## config.mk

```make
export PLATFORM = sky130hd
export DESIGN_NAME = text_to_integer_parser_top
export DESIGN_NICKNAME = d
export VERILOG_FILES = /design/src/rtl/ttip_pkg.sv /design/src/rtl/text_to_integer_parser_top.sv /design/src/rtl/ttip_step.sv
export SDC_FILE = /design/constraint.sdc
export NUM_CORES = 1
export LEC_CHECK = 0
export BUFFER_PORTS_ARGS = -buffer_cell sky130_fd_sc_hd__buf_2
export CAP_MARGIN = 15
export CORE_ASPECT_RATIO = 1.2
export CORE_MARGIN = 1
export CORE_UTILIZATION = 51
export DETAILED_ROUTE_END_ITERATION = 7
export HOLD_SLACK_MARGIN = 0.12
export PLACE_DENSITY_LB_ADDON = 0.15
export SLEW_MARGIN = 10
export SYNTH_ARGS = -nofsm -noshare
export SYNTH_HDL_FRONTEND = slang
export SYNTH_SLANG_ARGS = --single-unit
```

## constraint.sdc

```tcl
create_clock -name aclk -period 13.23 [get_ports aclk]
set_clock_uncertainty 0.05 [all_clocks]
set_input_delay 1.323 -clock aclk [delete_from_list [all_inputs] [get_ports aclk]]
set_output_delay 1.323 -clock aclk [all_outputs]
set_load 0.1 [all_outputs]
```

## src/rtl/ttip_pkg.sv

```systemverilog
package ttip_pkg;

    localparam int unsigned OFFSET_MAX_DEF = 32'd65535;
    localparam int          BASE_W         = 5;
    localparam logic [BASE_W-1:0] BASE_RESET = 5'd10;
    localparam logic [BASE_W-1:0] BASE_HEX   = 5'd16;

    localparam logic [7:0] CH_NUL   = 8'h00;
    localparam logic [7:0] CH_SPACE = 8'h20;
    localparam logic [7:0] CH_MINUS = 8'h2D;
    localparam logic [7:0] CH_0     = 8'h30;
    localparam logic [7:0] CH_9     = 8'h39;
    localparam logic [7:0] CH_UA    = 8'h41;
    localparam logic [7:0] CH_UF    = 8'h46;
    localparam logic [7:0] CH_UX    = 8'h58;
    localparam logic [7:0] CH_LA    = 8'h61;
    localparam logic [7:0] CH_LF    = 8'h66;
    localparam logic [7:0] CH_LX    = 8'h78;
    localparam logic [3:0] HEX_TEN  = 4'd10;

    typedef enum logic [1:0] {
        PH_DONE   = 2'd0,
        PH_LEAD   = 2'd1,
        PH_DIGITS = 2'd2
    } phase_t;

    typedef struct packed {
        phase_t phase;
        logic   negative;
        logic   emit;
        logic   count;
    } step_ctl_t;

endpackage

```

## src/rtl/text_to_integer_parser_top.sv

```systemverilog
// channel  | ports       | tdata (low bit up)                    | tuser
// ---------+-------------+---------------------------------------+---------
// input    | s_t*        | [7:0] char_code                       | [0] first
// result   | m_t*        | [63:0] parsed_value, [79:64] end_offset | none
// config   | cfg_wr_*    | [4:0] number_base                     | none
//
// One character per cycle unless a stopping character waits: an input register, then
// the radix multiply-add and the phase update into the state and result registers.
// The accumulator feedback loop (64 by 5 bit multiply-add) sets the cycle.
// Synchronous active-low reset: phase done, base 10, both stages empty.
// A stalled result beat holds; characters that yield no result keep flowing,
// a stopping character waits in the input register until the result slot frees.
module text_to_integer_parser_top #(
    parameter int unsigned OFFSET_MAX = ttip_pkg::OFFSET_MAX_DEF
) (
    input  logic                        aclk,
    input  logic                        aresetn,
    input  logic                        s_tvalid,
    output logic                        s_tready,
    input  logic [7:0]                  s_tdata,   // [7:0] char_code
    input  logic [0:0]                  s_tuser,   // [0] first
    output logic                        m_tvalid,
    input  logic                        m_tready,
    output logic [79:0]                 m_tdata,   // [63:0] parsed_value, [79:64] end_offset
    input  logic                        cfg_wr_en,
    input  logic [ttip_pkg::BASE_W-1:0] cfg_wr_data
);
    import ttip_pkg::*;

    localparam int CNT_W = $clog2(64'(OFFSET_MAX) + 64'd1);

    logic              in_valid_reg;
    logic [7:0]        in_char_reg;
    logic              in_first_reg;
    logic [BASE_W-1:0] base_reg;
    phase_t            phase_reg;
    logic              neg_reg;
    logic [63:0]       acc_reg;
    logic [CNT_W-1:0]  cnt_reg;
    logic              m_valid_reg;
    logic [63:0]       m_value_reg;
    logic [15:0]       m_offset_reg;

    step_ctl_t         ctl;
    logic [63:0]       acc_next;
    logic [CNT_W-1:0]  cnt_next;
    logic [63:0]       value_next;
    logic [31:0]       cnt_ext;
    logic              out_free;
    logic              advance;

    ttip_step #(
        .OFFSET_MAX(OFFSET_MAX)
    ) u_step (
        .char_code   (in_char_reg),
        .first       (in_first_reg),
        .number_base (base_reg),
        .phase_cur   (phase_reg),
        .negative_cur(neg_reg),
        .acc_cur     (acc_reg),
        .cnt_cur     (cnt_reg),
        .ctl         (ctl),
        .acc_next    (acc_next),
        .cnt_next    (cnt_next),
        .parsed_value(value_next)
    );

    assign out_free = !m_valid_reg || m_tready;
    assign advance  = in_valid_reg && (!ctl.emit || out_free);
    assign s_tready = !in_valid_reg || advance;
    assign cnt_ext  = 32'(cnt_next);

    always_ff @(posedge aclk) begin
        if (!aresetn) begin
            base_reg <= BASE_RESET;
        end else if (cfg_wr_en) begin
            base_reg <= cfg_wr_data;
        end
    end

    always_ff @(posedge aclk) begin
        if (!aresetn) begin
            in_valid_reg <= 1'b0;
        end else if (s_tready) begin
            in_valid_reg <= s_tvalid;
        end
    end

    always_ff @(posedge aclk) begin
        if (s_tready && s_tvalid) begin
            in_char_reg  <= s_tdata;
            in_first_reg <= s_tuser[0];
        end
    end

    always_ff @(posedge aclk) begin
        if (!aresetn) begin
            phase_reg <= PH_DONE;
            neg_reg   <= 1'b0;
            acc_reg   <= 64'd0;
            cnt_reg   <= '0;
        end else if (advance) begin
            phase_reg <= ctl.phase;
            neg_reg   <= ctl.negative;
            acc_reg   <= acc_next;
            cnt_reg   <= cnt_next;
        end
    end

    always_ff @(posedge aclk) begin
        if (!aresetn) begin
            m_valid_reg <= 1'b0;
        end else if (advance && ctl.emit) begin
            m_valid_reg <= 1'b1;
        end else if (m_tready) begin
            m_valid_reg <= 1'b0;
        end
    end

    // on a stop beat the count is unchanged, so cnt_next is the consumed count
    always_ff @(posedge aclk) begin
        if (advance && ctl.emit) begin
            m_value_reg  <= value_next;
            m_offset_reg <= cnt_ext[15:0];
        end
    end

    assign m_tvalid = m_valid_reg;
    assign m_tdata  = {m_offset_reg, m_value_reg};

    a_cnt_sat: assert property (@(posedge aclk) disable iff (!aresetn)
        cnt_reg <= CNT_W'(OFFSET_MAX))
        else $error("consumed count beyond saturation limit");

    a_reset_done: assert property (@(posedge aclk)
        !aresetn |=> phase_reg == PH_DONE && !m_valid_reg && !in_valid_reg)
        else $error("reset did not clear parse state");

    a_emit_loads: assert property (@(posedge aclk) disable iff (!aresetn)
        advance && ctl.emit |=> m_tvalid && phase_reg == PH_DONE)
        else $error("stop beat did not produce a result");

    a_no_overwrite: assert property (@(posedge aclk) disable iff (!aresetn)
        m_valid_reg && !m_tready |-> !(advance && ctl.emit))
        else $error("pending result overwritten");

    a_done_idle: assert property (@(posedge aclk) disable iff (!aresetn)
        advance && phase_reg == PH_DONE && !in_first_reg |=> !m_valid_reg || $past(m_valid_reg))
        else $error("result from a finished parse");

endmodule

```

## src/rtl/ttip_step.sv

```systemverilog
module ttip_step #(
    parameter int unsigned OFFSET_MAX = ttip_pkg::OFFSET_MAX_DEF,
    localparam int CNT_W = $clog2(64'(OFFSET_MAX) + 64'd1)
) (
    input  logic [7:0]                  char_code,
    input  logic                        first,
    input  logic [ttip_pkg::BASE_W-1:0] number_base,
    input  ttip_pkg::phase_t            phase_cur,
    input  logic                        negative_cur,
    input  logic [63:0]                 acc_cur,
    input  logic [CNT_W-1:0]            cnt_cur,
    output ttip_pkg::step_ctl_t         ctl,
    output logic [63:0]                 acc_next,
    output logic [CNT_W-1:0]            cnt_next,
    output logic [63:0]                 parsed_value
);
    import ttip_pkg::*;

    phase_t           ph_eff;
    logic             neg_eff;
    logic [63:0]      acc_eff;
    logic [CNT_W-1:0] cnt_eff;
    logic             hex_mode;
    logic             is_space;
    logic             is_minus;
    logic             is_digit;
    logic             is_hexl;
    logic             is_hexu;
    logic             is_x;
    logic             is_nul;
    logic [3:0]       digit;
    logic [63:0]      mac;
    logic             take_digit;
    phase_t           phase_nx;
    logic             neg_nx;
    logic             emit_nx;
    logic             count_nx;

    // start-of-string flag clears the parse before this beat is looked at
    assign ph_eff  = first ? PH_LEAD : phase_cur;
    assign neg_eff = first ? 1'b0 : negative_cur;
    assign acc_eff = first ? 64'd0 : acc_cur;
    assign cnt_eff = first ? '0 : cnt_cur;

    assign hex_mode = (number_base == BASE_HEX);
    assign is_space = (char_code == CH_SPACE);
    assign is_minus = (char_code == CH_MINUS);
    assign is_nul   = (char_code == CH_NUL);
    assign is_digit = char_code inside {[CH_0:CH_9]};
    assign is_hexu  = hex_mode && (char_code inside {[CH_UA:CH_UF]});
    assign is_hexl  = hex_mode && (char_code inside {[CH_LA:CH_LF]});
    assign is_x     = hex_mode && (char_code == CH_UX || char_code == CH_LX);

    always_comb begin
        if (is_digit) begin
            digit = 4'(char_code - CH_0);
        end else if (is_hexu) begin
            digit = 4'(char_code - CH_UA) + HEX_TEN;
        end else begin
            digit = 4'(char_code - CH_LA) + HEX_TEN;
        end
    end

    assign mac = acc_eff * 64'(number_base) + 64'(digit);

    // next phase
    always_comb begin
        phase_nx = ph_eff;
        case (ph_eff)
            PH_DONE: phase_nx = PH_DONE;
            PH_LEAD: begin
                if (is_space) begin
                    phase_nx = PH_LEAD;
                end else if (is_minus) begin
                    phase_nx = PH_DIGITS;
                end else if (is_nul || !(is_x || is_digit || is_hexu || is_hexl)) begin
                    phase_nx = PH_DONE;
                end else begin
                    phase_nx = PH_DIGITS;
                end
            end
            PH_DIGITS: begin
                if (is_nul || !(is_x || is_digit || is_hexu || is_hexl)) begin
                    phase_nx = PH_DONE;
                end
            end
            default: phase_nx = PH_DONE;
        endcase
    end

    // data and result
    always_comb begin
        neg_nx     = neg_eff;
        emit_nx    = 1'b0;
        count_nx   = 1'b0;
        take_digit = 1'b0;
        case (ph_eff)
            PH_DONE: ;
            PH_LEAD: begin
                if (is_space) begin
                    count_nx = 1'b1;
                end else if (is_minus) begin
                    neg_nx   = 1'b1;
                    count_nx = 1'b1;
                end else if (is_nul) begin
                    emit_nx = 1'b1;
                end else if (is_x) begin
                    count_nx = 1'b1;
                end else if (is_digit || is_hexu || is_hexl) begin
                    count_nx   = 1'b1;
                    take_digit = 1'b1;
                end else begin
                    emit_nx = 1'b1;
                end
            end
            PH_DIGITS: begin
                if (is_nul) begin
                    emit_nx = 1'b1;
                end else if (is_x) begin
                    count_nx = 1'b1;
                end else if (is_digit || is_hexu || is_hexl) begin
                    count_nx   = 1'b1;
                    take_digit = 1'b1;
                end else begin
                    emit_nx = 1'b1;
                end
            end
            default: ;
        endcase
    end

    assign ctl = '{phase: phase_nx, negative: neg_nx, emit: emit_nx, count: count_nx};

    assign acc_next = take_digit ? mac : acc_eff;
    assign cnt_next = (count_nx && cnt_eff != CNT_W'(OFFSET_MAX)) ? cnt_eff + 1'b1 : cnt_eff;
    assign parsed_value = neg_eff ? (64'd0 - acc_eff) : acc_eff;

endmodule

```

-- Yosys cells after proc, flatten, opt, wreduce, memory -nomap -nowiden
Index checks and enable logic that the tools add are counted.
- output and inout port bits: 82
- input bits: 19
- bits in registers: 179
- multiply operators: 1
- reductions and logical operators: 26
- magnitude comparators: 6
- add/subtract/negate cells: 8
- equality and inequality tests: 8
- multiplexer cells: 36
- operator list (kind ; count):
    two-way mux 64 bit ; 3
    adder 64 x 4 -> 64 bit ; 1
    multiplier 64 x 5 -> 64 bit ; 1
    subtractor 1 x 64 -> 64 bit, first input constant ; 1
    two-way mux 16 bit ; 2
    two-way mux 1 bit ; 20
    adder 16 x 1 -> 16 bit, second input constant ; 1
    == test 8 x 6 -> 1 bit, second input constant ; 2
    == test 8 x 7 -> 1 bit, second input constant ; 2
    greater-or-equal comparator 8 x 7 -> 1 bit, second input constant ; 2
    <= comparator 8 x 7 -> 1 bit, second input constant ; 2
    inequality test 16 bit, second input constant ; 1
    subtractor 4 x 1 -> 4 bit, second input constant ; 3
    logical AND 1 bit ; 10
    logical OR 1 bit ; 10
    two-way mux 2 bit ; 5
    adder 4 bit, second input constant ; 2
    greater-or-equal comparator 8 x 6 -> 1 bit, second input constant ; 1
    <= comparator 8 x 6 -> 1 bit, second input constant ; 1
    logical NOT 8 bit ; 1
    two-way mux 4 bit ; 2
    case mux 1 bit (2 select lines) ; 3
    == test 5 bit, second input constant ; 1
    logical NOT 1 bit ; 4
    4 further kinds ; 4

-- Depth between registers and ports, before layout
- depth in word-level cells: 16
- gate-level depth with buffers: 25

-- Modules after synthesis
From an unflattened synthesis, not the netlist that was laid out.
- cells, all modules: 2594
- area total of the unflattened synthesis: 21265.4 um2
- by module, submodules not included (module ; cells an instance ; instances ; area an instance (um2)):
    ttip_step ; 2118 ; 1 ; 15000.6
    text_to_integer_parser_top ; 476 ; 1 ; 6264.8

-- Least setup slack after synthesis
Ideal clock, no wire load.
- path kind: register -> register
- start point: register in_first_reg
- end point: register m_offset_reg[0] (enable)
- library setup time: 0.519 ns
- required time: 12.661 ns
- period minus slack after synthesis: 6.508 ns
- slack: 6.722 ns
- stages on the path, launching flop included: 14
- data arrival time: 5.938 ns
- cells stage by stage: edfxtp_1 > clkbuf_1 > clkbuf_1 > clkbuf_1 > clkbuf_1 > nor2_1 > ha_1 > a21oi_1 > nor2_1 > nand2_1 > o21ai_0 > clkbuf_1 > clkbuf_1 > nor2_1
- word-level cells in the longest chain between the ends: 7
- elaborated cells on any way between the ends: 8
- classes of those cells: eq/ne (2); mux (2); reduce/logical (4)
- RTL lines (item ; RTL line ; source):
    from (decl) ; text_to_integer_parser_top.sv:34 ; logic in_first_reg;
    from (signal assigned) ; text_to_integer_parser_top.sv:92 ; in_first_reg <= s_tuser[0];
    two-way mux 2 bit (*) ; ttip_step.sv:40 ; assign ph_eff = first ? PH_LEAD : phase_cur;
    == test 2 bit or == test 2 x 1 -> 1 bit (tied branches) ; ttip_step.sv:97 ; case (ph_eff)
    case mux 1 bit (2 select lines) (*) ; ttip_step.sv:97 ;
    logical NOT 1 bit ; text_to_integer_parser_top.sv:69 ; assign advance = in_valid_reg && (!ctl.emit || out_free);
    logical OR 1 bit ; text_to_integer_parser_top.sv:69 ;
    logical AND 1 bit ; text_to_integer_parser_top.sv:69 ;
    logical AND 1 bit (*) ; text_to_integer_parser_top.sv:122 ; if (advance && ctl.emit) begin
    to (signal assigned) ; text_to_integer_parser_top.sv:124 ; m_offset_reg <= cnt_ext[15:0];
    to (decl) ; text_to_integer_parser_top.sv:42 ; logic [15:0] m_offset_reg;
Mark *: on every way between the ends. The rest lies on a longest branch, timed or not.
A chain may end at the register's enable or synchronous reset.

-- Worst setup path in the final report
- start point: register in_first_reg
- end point: register acc_reg[59]
- word-level cells in the longest chain between the ends: 6
- elaborated cells on any way between the ends: 12
- classes of those cells: add/sub (1); mul (1); eq/ne (2); mux (5); reduce/logical (3)
- RTL lines (item ; RTL line ; source):
    branches (longest 6 deep; another with multiplier 64 x 5 -> 64 bit) ; - ;
    to (signal assigned) ; text_to_integer_parser_top.sv:105 ; acc_reg <= acc_next;
    to (decl) ; text_to_integer_parser_top.sv:38 ; logic [63:0] acc_reg;
Parallel ways; which one is timed is not known.

==> impl_metrics.csv <==
group,metric,value,unit
timing,rsz0062_at_grt,"no",
logic_synthesis,netlist_area,19700,sq um
global_route,grt-ovfl-total,0,
drt,ant_nets,0,
drt,wl_per_cell,18.6,microns
logic_synthesis,synth_cell_types,73,
worst_setup_path,crit_path_max_incr_delay,780,ps
power,cellPowerDensity,56.9,nW/um^2
clock_network,cts_resized,0,
clock_network,postCtsHoldBufs,0,
timing,fin_crit,7780,ps
logic_synthesis,synth.top_cells.by_area,"fa_1, edfxtp_1, dfxtp_1, and2_1, ha_1",
timing,relSlewSlack,0.302,
global_route,grtUsageTotal,0.276,
worst_setup_path,r2r_end,"acc_reg[59]$_SDFFE_PN0P_",
clock_network,ctsHtreeMaxLevel,4,
timing,report.final.slew_viol_count,0,
worst_setup_path,regToRegStartpoint,"in_first_reg$_DFFE_PP_",
placement,gp_congestion,0.950,
logic_synthesis,ys_ff_latch,179,
drt,num_vias,16046,
worst_setup_path,cp-end-kind,"register",
timing,tns,0,ps
min_path,hold_start,"phase_reg[0]$_SDFFE_PN0P_",
clock_network,cts_tree,"done",
min_path,holdPathStages,2,
timing,holdWs,447,ps
min_path,holdPathEnd,"phase_reg[0]$_SDFFE_PN0P_",
power,power,1.19,mW
logic_synthesis,yosys_warnings,0,
worst_setup_path,start_kind,"register",
worst_setup_path,rr_worst_depth,20,
logic_synthesis,synth_edf_count,89,
placement,port_buffers,100,
cells_and_area,drive_above_1_share,0.0749,
floorplan,rows,78,
drt,wirelength,52.1,mm
clock_network,clockBufferDepth,2,
global_route,grt_pass1_vias,16533,
timing,worst_pin_slew,1050,ps
placement,detailed_place_hpwl,38.7,mm
timing,finalCritPeriodShare,0.588,
drt,drt_first_iter_violations,1019,
worst_setup_path,cp.required,13530,ps
global_route,grt_pass1_wl,85.6,mm
timing,setup_viol,0,
logic_synthesis,synth_top_area_frac,0.185,
worst_setup_path,r2r_slack,5450,ps
global_route,grt_max_degree,81,
clock_network,numClockSinks,179,
power,max-vdd-ir-drop,90.5,uV
cells_and_area,num-nets-final,2643,
logic_synthesis,syn-num-nets,2666,
power,p_leak,9.61,nW
min_path,hold_class,"reg -> reg",
placement,dp_slack,5540,ps
global_route,antenna_found_initial,0,
logic_synthesis,synth-main-ff-cell,"dfxtp_1",
worst_setup_path,path_common_cell,"fa_1",
job,cap_violations,0,
worst_setup_path,arrival,8080,ps
worst_setup_path,cpMaxStageDelayCell,"o41ai_1",
logic_synthesis,synth_cells,2332,
logic_synthesis,syn_avg_cell_area,8.44,sq um
cells_and_area,num-fill-cells,3571,
worst_setup_path,cp_max_fo,77,
floorplan,die-height,217,microns
floorplan,dieArea,39400,sq um
cells_and_area,final_util,0.552,
drt,firstDrtPassIters,5,
drt,routed_via_density,5.73,
timing,setup_slack,5450,ps
clock_network,clock_latency,470,ps
clock_network,cts_root_buf,"clkbuf_16",
floorplan,initial_core_util,0.518,
logic_synthesis,synth.largest_area_cell,"fa_1",
clock_network,clk_pin_slew_worst_paths,80,ps
cells_and_area,diodes,0,
logic_synthesis,yosysSeqAreaShare,0.227,
logic_synthesis,ys_async_sr_fraction,0,
cells_and_area,area_growth,6.45,%
drt,drc,0,
worst_setup_path,worstPathCellList,"buf_4 -> buf_4 -> nor2b_1 -> and2_1 -> fa_1 -> inv_1 -> fa_1 -> fa_1 -> inv_1 -> ha_1 -> a21oi_1 -> o211ai_1 -> a221oi_1 -> o211ai_1 -> o41ai_1 -> a21oi_1 -> a21boi_1 -> o21ai_0 -> xnor2_1 -> o21ai_0",
clock_network,cts_buffers,17,
floorplan,io_pins,101,
clock_network,cts_setup_buffers,0,
worst_setup_path,worstSetupPathType,"reg -> reg",
status,outcome,"completed",
floorplan,coreArea,38000,sq um
timing,finalHoldViolCount,0,
timing,max_freq,129,MHz
floorplan,die_w,181,microns
-- worst max-delay path, delay by kind of cell (launching register included) --
family | cells | cell delay (ps)
compound gates | 9 | 3180
fa+ha+maj | 4 | 1810
buf+inv | 4 | 1270
flops | 1 | 680
simple gates | 2 | 500
xor+xnor | 1 | 150
-- per-layer routing --
layer  part of all wire  global-route usage
met4              0.033               0.114
met5                  0                   0
met2               0.50               0.486
met1               0.42               0.342
met3              0.045              0.0316
-- placed cells by master, fill, tap and decap left out, types with 38 or more instances in the layout --
cell | netlist | routed
dfxtp_1 | 90 | 89
edfxtp_1 | 89 | 89
buf_2 | 5 | 100
and2_1 | 267 | 266
inv_1 | 315 | 315
a21o_1 | 38 | 38
xor2_1 | 89 | 89
xnor2_1 | 50 | 50
nand2_1 | 183 | 183
nor2_1 | 170 | 169
o21ai_0 | 111 | 110
ha_1 | 133 | 133
a21oi_1 | 88 | 88
fa_1 | 182 | 182
-- worst max-delay path by stage --
| stage | start | to | slack [ps] | depth (start not counted) |
|---|---|---|---|---|
| after detailed placement | in_first_reg$_DFFE_PP_ | acc_reg[59]$_SDFFE_PN0P_ | 5540 | 20 |
| after floorplan | in_first_reg$_DFFE_PP_ | m_offset_reg[0]$_DFFE_PP_ | 6720 | 13 |
| after global placement | in_first_reg$_DFFE_PP_ | acc_reg[59]$_SDFFE_PN0P_ | 5810 | 20 |
| final | in_first_reg$_DFFE_PP_ | acc_reg[59]$_SDFFE_PN0P_ | 5450 | 20 |
| after global routing | in_first_reg$_DFFE_PP_ | acc_reg[59]$_SDFFE_PN0P_ | 4890 | 20 |
| after CTS | in_first_reg$_DFFE_PP_ | acc_reg[59]$_SDFFE_PN0P_ | 5470 | 20 |
-- cell type report --
cell class / instances / area, sq um / area share
clock inverter: 14 / 164 / 0.00782
multi-input combinational: 1680 / 13500 / 0.644
tap: 480 / 601 / 0.0287
inverter: 316 / 1190 / 0.0566
sequential: 179 / 4480 / 0.214
timing repair buffer: 115 / 613 / 0.0293
clock buffer: 18 / 429 / 0.0205
-- Yosys cell counts, types with 36 or more instances --
library cell and n:
a21oi_1 88, inv_1 315, xnor2_1 50, and2_1 267, xor2_1 89, dfxtp_1 90
edfxtp_1 89, a21o_1 38, ha_1 133, nand2_1 183, clkbuf_1 145, nor2_1 170
nand3_1 36, o21ai_0 111, fa_1 182
-- power breakdown --
group          total (mW)  switching [mW]  internal, mW
clock               0.520           0.266         0.254
sequential          0.591         0.00740         0.584
combinational      0.0816          0.0661        0.0155
total                1.19           0.339         0.854
-- per-stage QoR --
| stage | area [sq um] | instances |
|---|---|---|
| floorplan | 19700 | 2332 |
| CTS | 21000 | 2802 |
| global placement | 20400 | 2770 |
| detailed placement | 20400 | 2770 |
| global route | 21000 | 2802 |
| finish | 21000 | 2802 |
-- kinds of logic after synthesis --
kind of cell | count (synthesis) | share of synthesized area
fa+ha+maj | 315 | 0.270
xor+xnor | 139 | 0.0619
simple gates | 820 | 0.216
compound gates | 396 | 0.128
flops | 179 | 0.227
buf+inv | 473 | 0.0911
mux | 10 | 0.00521
Note: power is estimated with default switching activity, not from simulation.
